`src/tple_ram.sv`:
```
`timescale 1ns / 1ps
// ----------------------------------------------------------------------------
// tple_ram
// Single-port synchronous RAM with registered read data.
// ----------------------------------------------------------------------------
module tple_ram #(
    parameter int WIDTH = 8,
    parameter int DEPTH = 16
) (
    input  logic                     clk,
    input  logic                     we,
    input  logic [$clog2(DEPTH)-1:0] addr,
    input  logic [WIDTH-1:0]         wdata,
    output logic [WIDTH-1:0]         rdata
);

    logic [WIDTH-1:0] mem [DEPTH];

    always_ff @(posedge clk)
    begin
        if (we)
        begin
            mem[addr] <= wdata;
        end
        rdata <= mem[addr];
    end

endmodule
```
`config.mk`:
```
export PLATFORM = sky130hd
export DESIGN_NAME = tple_ram
export DESIGN_NICKNAME = d
export VERILOG_FILES = /design/src/tple_ram.sv
export SDC_FILE = /design/constraint.sdc
export NUM_CORES = 1
export LEC_CHECK = 0
export BUFFER_PORTS_ARGS = -buffer_cell sky130_fd_sc_hd__buf_2
export CAP_MARGIN = 40
export CORE_MARGIN = 5
export CORE_UTILIZATION = 55
export DETAILED_ROUTE_END_ITERATION = 10
export MAX_ROUTING_LAYER = met4
export PLACE_DENSITY = 0.83
export REMOVE_ABC_BUFFERS = 1
export SETUP_SLACK_MARGIN = 0.2
export SYNTH_ARGS = -nofsm -noshare
export SYNTH_HDL_FRONTEND = slang
export SYNTH_SLANG_ARGS = --single-unit
```
`constraint.sdc`:
```
create_clock -name clk -period 5 [get_ports clk]
set_input_delay 0.5 -clock clk [delete_from_list [all_inputs] [get_ports clk]]
set_output_delay 0.5 -clock clk [all_outputs]
set_load 0.02 [all_outputs]
```
# == After elaboration in Yosys (flattened, before gate mapping) ==
# Memory sizes are Yosys's and may differ from the RTL's. A register that Yosys moved wholly into a read port is not among the register bits.
# Index checks and enable logic that the tools add are counted.
# totals
reg_bits,0
latch_bits,0
ramBits,128
mem_bits_ro,0
in_bits,14
out_inout_bits,8
wordCells,3
n_memories,1
# classes
add_sub_neg,0
mul,0
n_div,0
magnitude_cmp,0
n_eq_ne,0
n_shift,0
muxes,2
bitwise,0
reduce_logical,0
# memory_table
memory,words,word_bits,rd,rd_clocked_by_memory_dff,wr,line_no,text
mem,16,8,1,1,1,17,logic [WIDTH-1:0] mem [DEPTH];
# op_table
cell,n
$mux W1,2

# == Logic depth before layout (Yosys ltp) ==
# Gate-level depths: netlist (run 1).
# logic_depth
ltp_word,2
ltp_mapped,5
mapped_depth_nobuf,3

# == Worst setup path after synthesis (run 1) ==
# No wires, ideal clock.
# synth_path
kind,input port to flip-flop
startpoint,in addr[2]
endpoint,"mem mem[0][0], enable pin"
setup_ns,0.383
t_arrival_ns,1.610
t_required_ns,4.617
slack_ns,3.007
path_stages,2
n_path_buf,0
cell_sequence,or3b_2 > nor3_1
# synth_lines
element,line_no,text
from (decl),12,"input logic [$clog2(DEPTH)-1:0] addr,"
to (decl),17,
# No word-level cell before the write port.

# == Worst setup path in the final report (run 1) ==
# layout_path
startpoint,in addr[0]
endpoint,"mem mem[5][2], enable pin"
# No word-level cell before the write port.

==> impl_metrics.yaml, run 1 <==
worst_setup_path:
  worst-r2r-setup-slack_ns: 3.62
  worstSetupStartpoint: "addr[0]"
  rr_startpoint: "mem[3][7]"
  worstSetupPathType: "input port to flop"
  crit_path_start_kind: "input port"
  cp-end-kind: "flop"
  required_ns: 5.14
  reg2reg_to: "rdata[7]"
  rr_worst_depth: 3
  cp_max_fo: 22
  cp.arrival_ns: 2.33
min_path:
  whs_path_depth: 1
  min_from: "wdata[3]"
  hp-class: "input port to flop"
  hold_path_end: "mem[3][3]"
die:
  die-area_mm2: 0.0112
  row_count: 35
  io_pins: 22
  start_util_pct: 55.6
  dieWidth_um: 106
  die_h_um: 106
  core_mm2: 0.00911
synthesis:
  synth_top_family_by_area: "multiplexers"
  synth.area.mux_share_pct: 14.2
  synth.avg_cell_area_um2: 22.0
  yosysSeqAreaShare_pct: 79.0
  synth-compound-area-share_pct: 2.37
  synthAdderAreaFrac_pct: 0
  yosys_warnings: 0
  syn_area_mm2: 0.00507
  synth_xor_xnor_area_share_pct: 0
  synth.area.top_cells: "edfxtp_1, mux4_2, dfxtp_1, a22oi_1, nor2_1"
  ys_types: 18
  syn_inst: 230
  synth_top_area_cell: "edfxtp_1"
  ys_ff_latch: 136
  synth-simple-area-share_pct: 3.21
  yosys.area.top_type_share_pct: 75.9
cts:
  clock_latency_ns: 0.52
  post_cts_resized: 0
  clk_pin_slew_worst_paths_ns: 0.06
  htree_levels: 4
  hold_buffers: 0
  post_cts_buffers: 0
  cts_buffers: 17
  cts_tree: "yes"
  root_buffer: "clkbuf_8"
  cts_buffer_depth: 2
  clock-sinks: 136
sta:
  timing.final.crit_share_pct: 43.8
  setup_viol: 0
  slew_viol_final: 0
  post-route-min-period_ns: 2.19
  relSlewSlack_pct: 41.5
  worst_slew_pin_slew_ns: 0.878
  setup_tns_ns: 0
  max_freq_mhz: 457
  final_hold_viol_count: 0
  rsz0062_at_grt: "no"
  holdWs_ns: 0.387
  finClkSkew_ns: 0.0164
route:
  num_vias: 2402
  first_pass_iters: 5
  ant_nets: 0
  via_per_inst: 6.19
  drtIter0Drc: 365
  drt-total-wl_mm: 10.2
  wl_per_cell_um: 26.4
  drc: 0
place:
  place_congestion: 0.847
  io_buffer_count: 21
  hpwl_mm: 6.18
  dp_cells: 356
global_routing:
  antenna_found_initial: 0
  first_global_vias: 2498
  grt_max_degree: 40
  grt_pass1_wl_mm: 15.6
  grt_overflow_total: 0
  grtUsageTotal_pct: 20.2
finish:
  fill_cells: 584
  antenna_cells: 0
  syn_to_final_growth_pct: 15.4
  drive_gt1_share_pct: 32.1
  final_nets: 278
  final_cell_mix: "edfxtp_1, mux4_2, buf_2"
  mostFrequentLayoutCell: "edfxtp_1"
  final_cell_count_no_fill: 388
run_status:
  status: "finished, final reports clean"
flow_run:
  cap_violations: 0
power:
  powerDensity_mw_per_mm2: 443
  ir_drop_v: 0.000225
  p_leak_nw: 1.91
report_power, final:
group	total, W	internal (W)	switching, W	leakage (nW)
logic	0.000124	0.0000464	0.0000777	0.420
clock network	0.00119	0.000710	0.000476	0.266
registers	0.00128	0.00127	0.00000792	1.22
cells in the mapped netlist (all sizes together):
master	number
dfxtp	8
or3b	1
nor2b	2
mux4	32
nand2b	2
buf	8
nand2	9
and2	1
clkbuf	3
a22oi	16
nand3b	2
nand3	1
nor2	13
nor3	4
edfxtp	128
kinds of logic (layout without fill, tap and decap cells):
| family | after synthesis | in the layout |
|---|---|---|
| simple gates | 35 | 35 |
| mux | 32 | 32 |
| compound gates | 16 | 16 |
| buf+inv | 11 | 58 |
| flops | 136 | 136 |
how the worst max path moves through the flow:
stage	slack [ns]	to
finish	2.81	mem[5][2]
global route	2.59	mem[15][5]
CTS	2.79	mem[15][4]
detailed placement	2.25	mem[15][2]
global placement	2.33	mem[11][6]
floorplan	3.01	mem[0][0]
routing by layer:
layer	global-route usage [%]	vias to the layer above	share of wire [%]
li1	-	1033	-
met4	7.86	0	1.5
met5	-	-	0
met3	5.10	10	6.1
met2	31.3	116	52
met1	26.3	1243	40
critical path, cell delays in order:
cell and delay, ns:
buf_2 0.55, buf_4 0.42, nand2b_1 0.18, nor2_1 0.67
state kept, by name, indices dropped and copies added (netlist names):
signal  flops
mem       128
rdata       8
metrics by stage:
step                      worst slack, ns  utilization, %  power (W)  instance area (um2)
final                                2.81            64.2    0.00259                 5850
after global routing                 2.59            64.2    0.00267                 5850
after global placement               2.33            57.7    0.00142                 5260
after detailed placement             2.25            58.0    0.00143                 5280
after CTS                            2.79            64.2    0.00261                 5850
after floorplan                      3.01               -    0.00137                 5010
layout make-up:
class | instances | area, um2 | share of cell area [%]
clock buffer | 17 | 414 | 7.08
multi-input combinational | 83 | 1000 | 17.2
clock inverter | 15 | 151 | 2.59
tap | 111 | 139 | 2.38
timing repair buffer | 26 | 135 | 2.31
sequential | 136 | 4000 | 68.5
Note: power is estimated with default switching activity, not from simulation.
==> run 2: changes to the inputs <==
Settings changed: ABC_AREA from default to 1, PLACE_DENSITY 0.83 to 0.86.
Clock period 5 ns to 2 ns, I/O delays scaled along.
==> run 2 against run 1 <==
  * Non-clock buffer count up 14
  * Register-to-register slack worse by 2.7 ns
  * Clock power rose to 2.5 times the previous value
  * Cell area is 11% higher
  * Via count rose by 58%
  * Total power increased to 2.6 times the previous value
  * Utilization is 1.5 points higher
  * Combinational power increased to 3.3 times the previous value
  * Sequential share of layout area shrank 6.7 points
  * Die area grew 9.4%
  * Area after synthesis increased by 10%
==> impl_metrics.yaml, run 2 <==
run_status:
  status: "finished, final reports clean"
power:
  p_leak_nw: 2.81
  ir_drop_v: 0.000619
  powerDensity_mw_per_mm2: 1020
  p_switching_w: 0.00146
  p_int_w: 0.00518
  seqPwrFrac_pct: 48.3
  power_frac_comb_pct: 6.1
  power.share.clock_pct: 45.7
  swShare_pct: 22.0
min_path:
  whs_path_depth: 1
  hp-class: "input port to flop"
  min_from: "wdata[3]"
  hold_path_end: "mem[8][3]"
synthesis:
  synthArstFlopShare_pct: 0
  ys_types: 11
  synth_top_area_cell: "edfxtp_1"
  yosysSeqAreaShare_pct: 71.6
  yosysMostFrequentCell: "nand2_1"
  ys.flop_type: "edfxtp_1"
  yosys_warnings: 0
  syn_area_mm2: 0.00559
  synth.avg_cell_area_um2: 10.2
  syn_inst: 548
  synth_edf_count: 128
  ys_ff_latch: 136
  yosys.area.top_type_share_pct: 68.7
  synth.area.top_cells: "edfxtp_1, nand2_1, dfxtp_1, inv_1, nor2_1"
  synth_common_cells: "nand2_1, edfxtp_1, inv_1, nor2_1, buf_2"
finish:
  syn_to_final_growth_pct: 15.9
  final_cell_mix: "nand2_1, edfxtp_1, inv_1, buf_2"
  reg_top3: "mem: 128 flops, rdata: 8 flops"
  final_cell_count_no_fill: 733
  fin_area_mm2: 0.00648
  top_register: "mem"
  largest_reg_flops: 128
  mostFrequentLayoutCell: "nand2_1"
  fill_cells: 716
  final_nets: 600
  drive_gt1_share_pct: 11.7
cts:
  cts_buffer_depth: 2
  htree_levels: 4
  post_cts_buffers: 0
  cts_buffers: 17
  clock-sinks: 136
  hold_buffers: 0
  clk_pin_slew_worst_paths_ns: 0.06
  root_buffer: "clkbuf_8"
  post_cts_resized: 0
  clock_latency_ns: 0.52
  cts_tree: "yes"
sta:
  fin_ws_ns: 0.802
  finClkSkew_ns: 0.00521
  worst_slew_pin_slew_ns: 0.761
  timing.final.crit_share_pct: 59.9
  relSlewSlack_pct: 49.1
  post-route-min-period_ns: 1.20
  setup_viol: 0
  setup_tns_ns: 0
  rsz0062_at_grt: "no"
  final_hold_viol_count: 0
  slew_viol_final: 0
  max_freq_mhz: 834
global_routing:
  grt_max_degree: 49
  grt_pass1_wl_mm: 19.6
  grt_overflow_total: 0
  grtUsageTotal_pct: 21.4
  first_global_vias: 3906
  antenna_found_initial: 2
die:
  dieWidth_um: 111
  die-area_mm2: 0.0123
  row_count: 36
  start_util_pct: 56.7
  die_h_um: 111
  io_pins: 22
  core_mm2: 0.00986
worst_setup_path:
  worstSetupStartpoint: "addr[1]"
  cp.arrival_ns: 1.43
  rr_startpoint: "mem[14][1]"
  cp_max_fo: 33
  reg2reg_to: "rdata[1]"
  required_ns: 2.23
  cp-end-kind: "flop"
  crit_chain: "buf_2, clkinv_1, buf_4, nand3_1, nor2_1, buf_4"
  cp_top_family: "buffers and inverters"
  worstSetupPathType: "input port to flop"
  rr_worst_depth: 8
  crit_path_top_delay_cell: "buf_4"
  crit_path_start_kind: "input port"
  crit_top_cell: "buf_4"
  worst-r2r-setup-slack_ns: 0.95
  cp_num_buf_inv: 4
  critical_path.max_stage_delay_ns: 0.32
place:
  dp_cells: 700
  hpwl_mm: 7.41
  placed_cell_area_mm2: 0.00590
  place_congestion: 0.867
  pre_cts_slack_ns: 0.318
  io_buffer_count: 21
route:
  ant_nets: 0
  first_pass_iters: 5
  drc: 0
  wl_per_cell_um: 16.8
  num_vias: 3805
  drtIter0Drc: 318
  via_per_inst: 5.19
  drt-total-wl_mm: 12.3
flow_run:
  cap_violations: 0
-- run 2: cell count changes after synthesis, moves of 2 or more --
cell	delta
nand2b_1	-2
inv_1	+21
nand2_1	+337
nor2_1	+5
nor2b_1	-2
nor3_1	-4
buf_6	-2
nand3_1	+3
nand3b_1	-2
mux4_2	-32
a22oi_1	-16
buf_2	+10
buf_1	-4
buf_4	+6
-- run 2: final cells by class --
type / instances / area (um2) / area share [%]
tap: 133 / 166 / 2.57
multi-input combinational: 368 / 1390 / 21.4
sequential: 136 / 4000 / 61.8
clock inverter: 13 / 156 / 2.41
clock buffer: 18 / 418 / 6.45
timing repair buffer: 40 / 260 / 4.01
inverter: 23 / 86.3 / 1.33
antenna: 2 / 5.00 / 0.0772
-- run 2: per-stage QoR --
stage          utilization, %  hold WS, ns  total power, W
6_report                 65.7        0.108         0.00664
5_1_grt                  65.7       0.0933         0.00686
4_1_cts                  65.7       0.0787         0.00667
3_5_place_dp             59.8        0.617         0.00366
3_3_place_gp             59.8        0.618         0.00364
2_1_floorplan               -        0.299         0.00347
-- run 2: cells by family after synthesis --
| logic type | count (synthesis) | synth area share [%] |
|---|---|---|
| flops | 136 | 71.6 |
| simple gates | 368 | 24.8 |
| buf+inv | 44 | 3.62 |
-- run 2: worst max-delay path by stage --
stage                endpoint  slack (ns)  cells after the start
floorplan           mem[6][0]        0.24                      3
global placement    mem[0][2]        0.35                      6
detailed placement  mem[0][6]        0.32                      6
CTS                  rdata[0]        0.79                      1
global route         rdata[0]        0.75                      1
finish              mem[0][7]        0.80                      6
-- run 2: power by group through the flow --
stage               Combinational [W]  Clock, W  Sequential (W)
floorplan                    0.000182         0         0.00329
global placement             0.000382         0         0.00326
detailed placement           0.000396         0         0.00326
CTS                          0.000403   0.00307         0.00320
global route                 0.000450   0.00320         0.00321
finish                       0.000404   0.00303         0.00320
-- run 2: per-layer routing --
layer | vias up | routed length, um | part of all wire [%] | global-route usage [%]
met5 | - | 0 | 0 | -
met4 | 0 | 295 | 2.4 | 8.13
met3 | 28 | 906 | 7.4 | 6.00
met2 | 161 | 6100 | 50 | 34.4
met1 | 1785 | 5000 | 41 | 26.0
li1 | 1831 | - | - | -
